--- config.mk ---
export PLATFORM = sky130hd
export DESIGN_NAME = start_length_end_frame_receiver_top
export DESIGN_NICKNAME = d
export VERILOG_FILES = /design/src/sv/slefr_pkg.sv /design/src/sv/start_length_end_frame_receiver_top.sv
export VERILOG_INCLUDE_DIRS = /design/src /design/src/sv
export SDC_FILE = /design/constraint.sdc
export NUM_CORES = 1
export LEC_CHECK = 0
export ABC_AREA = 1
export BUFFER_PORTS_ARGS = -buffer_cell sky130_fd_sc_hd__buf_2
export CAP_MARGIN = 20
export CORE_MARGIN = 4
export CORE_UTILIZATION = 55
export CTS_CLUSTER_DIAMETER = 80
export CTS_CLUSTER_SIZE = 24
export DETAILED_ROUTE_END_ITERATION = 16
export HOLD_SLACK_MARGIN = 0.15
export PLACE_DENSITY_LB_ADDON = 0.25
export SYNTH_ARGS = -nofsm -noshare
export SYNTH_HDL_FRONTEND = slang
export SYNTH_SLANG_ARGS = --single-unit
--- constraint.sdc ---
create_clock -name clk -period 11.3 [get_ports clk]
set_input_delay 1.13 -clock clk [delete_from_list [all_inputs] [get_ports clk]]
set_output_delay 1.13 -clock clk [all_outputs]
set_load 0.02 [all_outputs]
--- src/sv/start_length_end_frame_receiver_top_assert.svh ---
// Assertion macros for the frame receiver top level.
// Expects clk and rst_n in the scope where the macros are used.
`ifndef START_LENGTH_END_FRAME_RECEIVER_TOP_ASSERT_SVH
`define START_LENGTH_END_FRAME_RECEIVER_TOP_ASSERT_SVH
`ifndef SYNTHESIS
// Same-cycle implication.
`define SLEFR_ASSERT_IMP(lbl, ante, cons) \
  lbl: assert property (@(posedge clk) disable iff (!rst_n) (ante) |-> (cons)) \
    else $error("slefr assertion failed");
// Next-cycle implication.
`define SLEFR_ASSERT_NXT(lbl, ante, cons) \
  lbl: assert property (@(posedge clk) disable iff (!rst_n) (ante) |=> (cons)) \
    else $error("slefr assertion failed");
`else
`define SLEFR_ASSERT_IMP(lbl, ante, cons)
`define SLEFR_ASSERT_NXT(lbl, ante, cons)
`endif
`endif

--- src/sv/slefr_pkg.sv ---
// Shared types, codes and constants for the start/length/end frame receiver.
// No dependencies.
package slefr_pkg;

  localparam int LEN_BYTES = 8;  // length field bytes, 1..8

  typedef logic [1:0] kind_t;
  typedef logic [2:0] phase_t;
  typedef logic [1:0] cfg_idx_t;

  localparam phase_t PH_HUNT    = 3'd0;
  localparam phase_t PH_LEN     = 3'd1;
  localparam phase_t PH_DATA    = 3'd2;
  localparam phase_t PH_END     = 3'd3;
  localparam phase_t PH_EXPIRED = 3'd4;

  localparam kind_t KIND_DATA    = 2'd0;
  localparam kind_t KIND_OK      = 2'd1;
  localparam kind_t KIND_BAD_END = 2'd2;
  localparam kind_t KIND_EXPIRED = 2'd3;

  localparam cfg_idx_t REG_START_PATTERN = 2'd0;
  localparam cfg_idx_t REG_END_PATTERN   = 2'd1;
  localparam cfg_idx_t REG_MAX_FRAME     = 2'd2;

  localparam logic [31:0] START_PATTERN_RST = 32'hFDFD_FDFD;
  localparam logic [31:0] END_PATTERN_RST   = 32'hFCFC_FCFC;
  localparam logic [31:0] MAX_FRAME_RST     = 32'h0100_0000;

  // Pick code byte idx of a 4-byte pattern, byte 0 first on the wire.
  function automatic logic [7:0] code_byte(input logic [31:0] pattern,
                                           input logic [1:0] idx);
    logic [7:0] b;
    case (idx)
      2'd0:    b = pattern[7:0];
      2'd1:    b = pattern[15:8];
      2'd2:    b = pattern[23:16];
      default: b = pattern[31:24];
    endcase
    return b;
  endfunction

endpackage

--- src/sv/start_length_end_frame_receiver_top.sv ---
// Start/length/end frame receiver: start code hunt, length gather, payload pass,
// end code check. Depends on slefr_pkg and start_length_end_frame_receiver_top_assert.svh.
//
//  channel | ports                                   | moves
//  --------+-----------------------------------------+----------------------------
//  in      | in_valid, in_ready, in_rx_byte          | one received byte per request
//  out     | out_valid, out_ready, out_kind, ...     | zero or one result per byte
//  cfg     | cfg_wr_en, cfg_index, cfg_wr_data       | register write, no wait
//
// One byte is accepted per cycle while in_ready is high; its result sits in the output
// register the next cycle. The frame state updates in the accepting cycle.
// in_ready is low only while a result waits in the output register and out_ready is low.
// Synchronous active-low reset returns to start code hunt with reset register values.
`include "start_length_end_frame_receiver_top_assert.svh"

module start_length_end_frame_receiver_top (
  input  logic                clk,
  input  logic                rst_n,
  input  logic                in_valid,
  output logic                in_ready,
  input  logic [7:0]          in_rx_byte,
  output logic                out_valid,
  input  logic                out_ready,
  output slefr_pkg::kind_t    out_kind,
  output logic [7:0]          out_payload_byte,
  output logic [31:0]         out_frame_length,
  input  logic                cfg_wr_en,
  input  slefr_pkg::cfg_idx_t cfg_index,
  input  logic [31:0]         cfg_wr_data
);
  import slefr_pkg::*;

  localparam logic [2:0] LEN_DONE = 3'(LEN_BYTES % 8);

  logic [31:0] start_r, end_r, max_r;
  phase_t      phase_r, phase_nxt;
  logic [1:0]  idx_r, idx_nxt;
  logic [63:0] acc_r, acc_nxt;
  logic [2:0]  cnt_r, cnt_nxt;
  logic [31:0] rem_r, rem_nxt;
  logic [31:0] decl_r, decl_nxt;

  logic        out_valid_r;
  kind_t       out_kind_r;
  logic [7:0]  out_byte_r;
  logic [31:0] out_len_r;

  logic        in_fire;
  logic        res_v;
  kind_t       res_kind;
  logic [7:0]  res_byte;
  logic [31:0] res_len;

  logic [63:0] acc_sh;
  logic [2:0]  cnt_inc;
  logic        hi_nz;
  logic        oversize;

  assign in_ready = !out_valid_r || out_ready;
  assign in_fire  = in_valid && in_ready;

  // Length byte merge and oversize check.
  assign acc_sh   = acc_r | ({56'd0, in_rx_byte} << {cnt_r, 3'b000});
  assign cnt_inc  = cnt_r + 3'd1;
  assign hi_nz    = |acc_sh[63:32];
  assign oversize = hi_nz || (acc_sh[31:0] > max_r);

  always_comb begin
    phase_nxt = phase_r;
    idx_nxt   = idx_r;
    acc_nxt   = acc_r;
    cnt_nxt   = cnt_r;
    rem_nxt   = rem_r;
    decl_nxt  = decl_r;
    res_v     = 1'b0;
    res_kind  = KIND_DATA;
    res_byte  = 8'd0;
    res_len   = decl_r;
    if (in_fire) begin
      unique case (phase_r)
        PH_EXPIRED: begin
          // drop every byte until reset
        end
        PH_LEN: begin
          acc_nxt = acc_sh;
          cnt_nxt = cnt_inc;
          if (cnt_inc == LEN_DONE) begin
            if (oversize) begin
              phase_nxt = PH_EXPIRED;
              res_v     = 1'b1;
              res_kind  = KIND_EXPIRED;
              res_len   = hi_nz ? 32'hFFFF_FFFF : acc_sh[31:0];
            end else begin
              decl_nxt  = acc_sh[31:0];
              rem_nxt   = acc_sh[31:0];
              idx_nxt   = 2'd0;
              phase_nxt = (acc_sh[31:0] == 32'd0) ? PH_END : PH_DATA;
            end
          end
        end
        PH_DATA: begin
          rem_nxt  = rem_r - 32'd1;
          res_v    = 1'b1;
          res_kind = KIND_DATA;
          res_byte = in_rx_byte;
          if (rem_r == 32'd1) begin
            phase_nxt = PH_END;
            idx_nxt   = 2'd0;
          end
        end
        PH_END: begin
          if (in_rx_byte != code_byte(end_r, idx_r)) begin
            phase_nxt = PH_HUNT;
            idx_nxt   = 2'd0;
            res_v     = 1'b1;
            res_kind  = KIND_BAD_END;
          end else if (idx_r == 2'd3) begin
            phase_nxt = PH_HUNT;
            idx_nxt   = 2'd0;
            res_v     = 1'b1;
            res_kind  = KIND_OK;
          end else begin
            idx_nxt = idx_r + 2'd1;
          end
        end
        default: begin
          // start code hunt; unused codes fall in here too
          if (in_rx_byte != code_byte(start_r, idx_r)) begin
            phase_nxt = PH_HUNT;
            idx_nxt   = 2'd0;
          end else if (idx_r == 2'd3) begin
            phase_nxt = PH_LEN;
            idx_nxt   = 2'd0;
            acc_nxt   = 64'd0;
            cnt_nxt   = 3'd0;
          end else begin
            phase_nxt = PH_HUNT;
            idx_nxt   = idx_r + 2'd1;
          end
        end
      endcase
    end
  end

  always_ff @(posedge clk) begin
    if (!rst_n) begin
      phase_r <= PH_HUNT;
      idx_r   <= 2'd0;
      acc_r   <= 64'd0;
      cnt_r   <= 3'd0;
      rem_r   <= 32'd0;
      decl_r  <= 32'd0;
    end else begin
      phase_r <= phase_nxt;
      idx_r   <= idx_nxt;
      acc_r   <= acc_nxt;
      cnt_r   <= cnt_nxt;
      rem_r   <= rem_nxt;
      decl_r  <= decl_nxt;
    end
  end

  always_ff @(posedge clk) begin
    if (!rst_n) begin
      start_r <= START_PATTERN_RST;
      end_r   <= END_PATTERN_RST;
      max_r   <= MAX_FRAME_RST;
    end else if (cfg_wr_en) begin
      unique case (cfg_index)
        REG_START_PATTERN: start_r <= cfg_wr_data;
        REG_END_PATTERN:   end_r   <= cfg_wr_data;
        REG_MAX_FRAME:     max_r   <= cfg_wr_data;
        default: begin
          // no register at this index: drop the write
        end
      endcase
    end
  end

  // Output register: load on an accepted byte, clear once taken.
  always_ff @(posedge clk) begin
    if (!rst_n) begin
      out_valid_r <= 1'b0;
    end else if (in_fire) begin
      out_valid_r <= res_v;
    end else if (out_ready) begin
      out_valid_r <= 1'b0;
    end
  end

  always_ff @(posedge clk) begin
    if (in_fire && res_v) begin
      out_kind_r <= res_kind;
      out_byte_r <= res_byte;
      out_len_r  <= res_len;
    end
  end

  assign out_valid        = out_valid_r;
  assign out_kind         = out_kind_r;
  assign out_payload_byte = out_byte_r;
  assign out_frame_length = out_len_r;

  `SLEFR_ASSERT_NXT(a_expired_sticky, phase_r == PH_EXPIRED, phase_r == PH_EXPIRED)
  `SLEFR_ASSERT_IMP(a_data_nonzero_rem, phase_r == PH_DATA, rem_r != 32'd0)
  `SLEFR_ASSERT_IMP(a_byte_only_data, out_valid_r && out_kind_r != KIND_DATA, out_byte_r == 8'd0)
  `SLEFR_ASSERT_NXT(a_expired_no_result, phase_r == PH_EXPIRED && in_fire, !out_valid_r)

endmodule

==> reports/results.tsv, run 1 <==
metric	value	unit
status	finished, final reports clean	
I/O Pins	91	
clk_lat worst skew	0.51	ns
CTS sink cnt	275	
post-cts resize count	0	
Worst-Margin Slew	1.08	ns
diode count	0	
detailed-route via count	13400	
Slew headroom	0.278	
Leakage	6.95	nW
Synth Area per Inst	6.86	um^2
CTS tree	done	
port bufs	90	
detailed placement HPWL	28400	um
drc violations	0	
max frequency	0.218	GHz
clock slew at reported path FFs	0.10	ns
die area	0.0280	mm^2
Syn-to-layout area delta	8.25	%
Setup Crit Path Kind	register to register	
fin nets	2150	
crit path max fanout	42	
EDFF count, synth	42	
Slew Limit Fails	0	
Netlist cell types	35	
number of fill cells	2398	
antenna violations before repair	1	
core area	0.0251	mm^2
htree depth	1	
Sum Neg Setup Slack	0	ns
GRT overflow	0	
Period minus WS final	4.60	ns
sequential area share after synthesis	0.424	
CP endpoint kind	register	
Syn Nets	2123	
Synth top area share	0.334	
type of the most critical hold path	register to register	
GRT Total Usage	0.285	
share of flip-flops with an asynchronous set or reset	0	
synthesized area	0.0140	mm^2
WL per Instance	17.3	um
pin count of the biggest net entering global routing	98	
Die Y	167	um
Hold Slack	0.456	ns
gpl congestion	0.939	
Bufs on Longest Clock Path	3	
area leader, netlist	dfxtp_1	
first drt pass iteration count	6	
Seq cells post-synth	275	
ys flop type	dfxtp_1	
Post-CTS Setup Inserts	0	
number of routed nets with antenna violations	0	
largest cells by area after synthesis	dfxtp_1 (33%), nand2_1 (15%), edfxtp_1 (9.0%)	
Synth Instances	2036	
VDD IR max	0.125	mV
final WL	41400	um
global-route wire length before repair	65300	um
share of cells above drive strength 1	0.0797	
hold_buf cts	0	
number of vias per cell	5.60	
RSZ-0062 raised after global routing	no	
Initial Util	0.556	
number of global-route vias before repair	12100	
Synth warnings	0	
# setup viols final	0	
drt first-iter violations	1597	
Worst EP required	11.44	ns
Multi-input gate area	0.00678	mm^2
Die Wd	167	um
number of CTS-inserted buffers	16	
Final Skew	0.0202	ns
Reg area	0.00593	mm^2
period utilization	0.407	
max cap viols	0	
Placement Rows	58	
Crit path arrival time	4.73	ns
Final Hold Fails	0	
startpoint types	register	
CTS Root Cell	clkbuf_16	
Pwr Density	138	mW/mm^2
-- cell usage in the layout (no fill, tap or decap), types with 9 or more instances in the layout --
master / netlist / routed
inv_1: 202 / 201
xor2_1: 12 / 12
a21oi_1: 209 / 209
edfxtp_1: 42 / 42
nor2_1: 198 / 197
nand4_1: 18 / 18
ha_1: 40 / 40
buf_4: 5 / 29
inv_2: 9 / 9
dfxtp_1: 233 / 233
nor3_1: 26 / 24
o21ai_0: 136 / 136
clkbuf_16: 0 / 17
o21bai_1: 27 / 27
o21ai_1: 20 / 20
nand3_1: 160 / 159
buf_2: 28 / 89
nand2_1: 558 / 556
-- per-layer routing --
layer	GRT usage	up-vias	wire length (um)
met2	0.425	566	17700
met5	0	-	7
met3	0.0385	102	3500
met1	0.418	6148	18300
li1	-	6618	-
met4	0.116	2	1890
-- where the power goes --
group | total (mW) | switching (mW) | internal, mW | leakage (nW)
clock | 0.629 | 0.346 | 0.284 | 0.238
sequential | 1.05 | 0.0229 | 1.03 | 2.28
combinational | 0.405 | 0.280 | 0.125 | 4.44
-- state kept, by name, summed over array words and instances (netlist names) --
signal	count
out_valid	1
acc_r	64
out_frame_length	32
decl_r	32
out_kind	2
start_r	32
rem_r	32
out_payload_byte	8
idx_r	2
cnt_r	3
end_r	32
max_r	32
phase_r	3
-- per-stage QoR --
step,area [um^2],util,cells,total power [mW],worst slack [ns]
after floorplan,14000,-,2036,1.35,7.30
after global placement,14600,0.581,2373,1.46,6.58
after detailed placement,14600,0.581,2373,1.47,6.46
after CTS,15100,0.601,2399,2.08,6.69
after global routing,15100,0.602,2401,2.18,6.43
final,15100,0.602,2401,2.08,6.70
-- Yosys cell counts (3+ instances only) --
master      n
xnor2_1     3
nand2_1   558
clkbuf_2    3
ha_1       40
nor4_1      3
o21bai_1   27
nand4_1    18
nand3_1   160
inv_2       9
buf_4       5
o21ai_0   136
xor2_1     12
clkbuf_1   72
o21ai_1    20
edfxtp_1   42
buf_2      28
a21oi_1   209
nand3b_1    4
nor2_1    198
o211ai_1    7
nor3_1     26
inv_1     202
or2_2       4
dfxtp_1   233
-- path summary, 6_finish.rpt --
path / to / depth (start not counted) / start / slack [ns]
worst min-delay path: acc_r[44] / 2 / acc_r[44] / 0.46
worst max register to register: out_frame_length[18] / 23 / cnt_r[1] / 6.70
worst max-delay path: out_frame_length[18] / 23 / cnt_r[1] / 6.70
worst min register to register: acc_r[44] / 2 / acc_r[44] / 0.46
-- area by class of cell --
class | count | share of cell area
Timing Repair Buffer | 121 | 0.0472
Sequential cell | 275 | 0.392
Inverter | 213 | 0.0529
Multi-Input combinational cell | 1436 | 0.448
Clock buffer | 21 | 0.0291
Clock inverter | 5 | 0.00331
Tap cell | 330 | 0.0273
-- logic make-up (layout without fill, tap and decap cells) --
group,Yosys count,after routing,share of synthesized area
AND/OR/NAND/NOR,975,975,0.286
AO/OA/AOI/OAI,406,406,0.153
buffers and inverters,325,360,0.0925
flip-flops,275,275,0.424
adder cells (fa/ha/maj),40,40,0.0358
XOR/XNOR,15,15,0.00940
-- critical path, cell delays in order, from the launching register on --
cell      delay (ns)
dfxtp_1         0.90
inv_2           0.31
nand3_1         0.30
inv_1           0.07
a21oi_1         0.33
inv_1           0.25
ha_1            0.36
nand2_1         0.06
nand2_1         0.05
nand2_1         0.04
nand2_1         0.05
nand2_1         0.05
nand2_1         0.06
nand2_1         0.04
nand2_1         0.05
nand2_1         0.05
nand2_1         0.07
nand2_1         0.11
nand2_1         0.14
nand2_1         0.14
nand2_1         0.09
nand2_1         0.11
clkinv_1        0.06
buf_4           0.48
(Power assumes the default switching activity.)
==> run 2: changes to the inputs <==
--- a/config.mk
+++ b/config.mk
@@ -6,7 +6,7 @@
 export SDC_FILE = /design/constraint.sdc
 export NUM_CORES = 1
 export LEC_CHECK = 0
-export ABC_AREA = 1
+export ABC_AREA = 0
 export BUFFER_PORTS_ARGS = -buffer_cell sky130_fd_sc_hd__buf_2
 export CAP_MARGIN = 20
 export CORE_MARGIN = 4
==> constraint.sdc (replaced) <==
create_clock -name clk -period 4 [get_ports clk]
set_input_delay 0.4 -clock clk [delete_from_list [all_inputs] [get_ports clk]]
set_output_delay 0.4 -clock clk [all_outputs]
set_load 0.02 [all_outputs]
==> reports/results.tsv, run 2 <==
metric	value	unit	change
status	finished, final reports clean		
RSZ-0062 raised after global routing	no		
startpoint types	register		
period utilization	0.952		+0.545
Crit path arrival time	4.06	ns	-0.67 ns
final instance area	0.0143	mm^2	-5.6%
Pwr Density	389	mW/mm^2	+180%
Seq cells post-synth	275		unchanged
WL per Instance	20.0	um	+16%
antenna violations before repair	0		-1
CTS sink cnt	275		unchanged
Slew headroom	0.282		+0.00390
Initial Util	0.562		+0.00596
Bufs on Longest Clock Path	3		unchanged
number of vias per cell	6.10		+8.9%
# setup viols final	0		unchanged
drc violations	0		unchanged
worst hold start	cfg_wr_data[29]		
most used cells in the layout excluding fill and tap cells	nand2_1 (245), dfxtp_1 (232), a21oi_1 (119), nor2_1 (92), buf_2 (90)		
type of the most critical hold path	input port to register		
max cap viols	0		unchanged
Setup Crit Path Kind	register to register		
post-layout util	0.627		+0.0246
Synth top area share	0.364		+0.0303
Reg area	0.00593	mm^2	about the same
Placement Cell Area	0.0138	mm^2	-5.6%
GRT Total Usage	0.279		-0.00563
Layout Cells excl Fill	1860		-23%
Slew Limit Fails	0		unchanged
crit path max fanout	32		-24%
Synth warnings	0		unchanged
Worst EP required	4.26	ns	-7.18 ns
Hold Slack	0.162	ns	-0.294 ns
commonest non-fill, non-tap cell in the layout	nand2_1		
port bufs	90		unchanged
final WL	37200	um	-10%
Die Wd	161	um	-4.0%
clock slew at reported path FFs	0.10	ns	about the same
CP endpoint kind	register		
Syn Nets	1566		-26%
critical path startpoint	cnt_r[1]		
post-cts resize count	0		unchanged
detailed-route via count	11300		-16%
max frequency	0.263	GHz	+21%
share of cells above drive strength 1	0.146		+0.0664
max incr delay on CP	0.39	ns	-0.51 ns
fin nets	1628		-24%
number of fill cells	2010		-16%
Synth Area per Inst	8.66	um^2	+26%
die area	0.0258	mm^2	-7.9%
core area	0.0228	mm^2	-9.3%
Reg2Reg Launch Point	cnt_r[1]		
area leader, netlist	dfxtp_1		
Leakage	5.66	nW	-19%
Placement Rows	55		-5.2%
Slowest-stage cell, CP	dfxtp_1		
most frequent cell after synthesis	nand2_1		
number of CTS-inserted buffers	15		-1
Placed Instances	1835		-23%
detailed placement HPWL	26300	um	-7.4%
GRT overflow	0		unchanged
pin count of the biggest net entering global routing	50		-49%
synthesized area	0.0128	mm^2	-8.3%
htree depth	1		unchanged
share of flip-flops with an asynchronous set or reset	0		unchanged
Sum Neg Setup Slack	0	ns	unchanged
largest cells by area after synthesis	dfxtp_1 (36%), edfxtp_1 (9.8%), nand2_1 (7.2%)		
Synth Instances	1479		-27%
hold_buf cts	0		unchanged
number of routed nets with antenna violations	0		unchanged
CTS Root Cell	clkbuf_16		
Netlist cell types	75		+110%
CTS tree	done		
first drt pass iteration count	9		+3
EDFF count, synth	42		unchanged
Overall Power	5.55	mW	+170%
Worst-Margin Slew	1.07	ns	-0.0145 ns
crit path cell chain	buf_4, and3b_2, a21oi_4, inv_1, ha_1, nand4_1, nor4_2, nand2b_1, o211ai_4, and2_1, buf_12, mux2_2		
VDD IR max	0.381	mV	+200%
max FFs per register	64		unchanged
diode count	0		unchanged
global-route wire length before repair	58600	um	-10%
Final WS setup	0.193	ns	-6.51 ns
Die Y	161	um	-4.0%
Post-synth top cells	nand2_1 (245), dfxtp_1 (233), a21oi_1 (129)		
number of global-route vias before repair	10700		-12%
Period minus WS final	3.81	ns	-0.791 ns
clk_lat worst skew	0.50	ns	about the same
I/O Pins	91		unchanged
drt first-iter violations	1173		-27%
Syn-to-layout area delta	11.5	%	
Most flops, register	acc_r		
Final Skew	0.0166	ns	-0.00362 ns
Post-CTS Setup Inserts	0		unchanged
worst slack, placed	0.204	ns	-6.26 ns
Multi-input gate area	0.00624	mm^2	-8.0%
ys flop type	dfxtp_1		
sequential area share after synthesis	0.463		+0.0384
gpl congestion	0.960		+2.2%
Final Hold Fails	0		unchanged
[run 2: cell count changes after synthesis, sizes merged, moves of 32 or more]
cell,before,now
a21oi,209,129
nand3,161,66
nor2,199,92
inv,211,78
nor2b,0,34
nand2,560,246
o21ai,156,26
o2bb2ai,0,32
[run 2: area by class of cell]
type	instances	share of cell area
flip-flops and latches	275	0.415
multi-input cells	1017	0.437
well taps	313	0.0274
clock buffers	21	0.0286
clock inverters	2	0.000964
inverters	78	0.0205
repair buffers	154	0.0706
[run 2: power by group]
group | internal (mW) | switching, mW | leakage (nW)
sequential | 2.89 | 0.0561 | 2.29
combinational | 0.328 | 0.649 | 3.16
clock | 0.724 | 0.904 | 0.206
[run 2: kinds of logic after synthesis]
family | Yosys count | share of synthesized area
AO/OA/AOI/OAI | 374 | 0.198
buffers and inverters | 187 | 0.0609
AND/OR/NAND/NOR | 570 | 0.211
multiplexers | 17 | 0.0176
XOR/XNOR | 16 | 0.0109
adder cells (fa/ha/maj) | 40 | 0.0391
flip-flops | 275 | 0.463
[run 2: path summary, 6_finish.rpt]
kind         cells after the start  slack (ns)                   to
min                              3        0.16          start_r[29]
max reg2reg                     12        0.19  out_frame_length[1]
min reg2reg                      2        0.46            max_r[11]
max                             12        0.19  out_frame_length[1]
[run 2: metal layers]
metal / track usage / vias to the layer above / share of wire
met3: 0.0459 / 75 / 0.075
met4: 0.0806 / 0 / 0.027
met2: 0.458 / 457 / 0.47
met1: 0.382 / 5390 / 0.43
met5: 0 / - / 0
li1: - / 5415 / -
[run 2: worst max-delay path, delay by kind of cell (launching register included)]
family / cells / cell delay [ns]
muxes: 1 / 0.36
and+or+nand+nor: 5 / 1.25
buffers and inverters: 3 / 0.51
DFF: 1 / 0.39
AOI/OAI and AO/OA: 2 / 0.70
adders and majority gates: 1 / 0.33
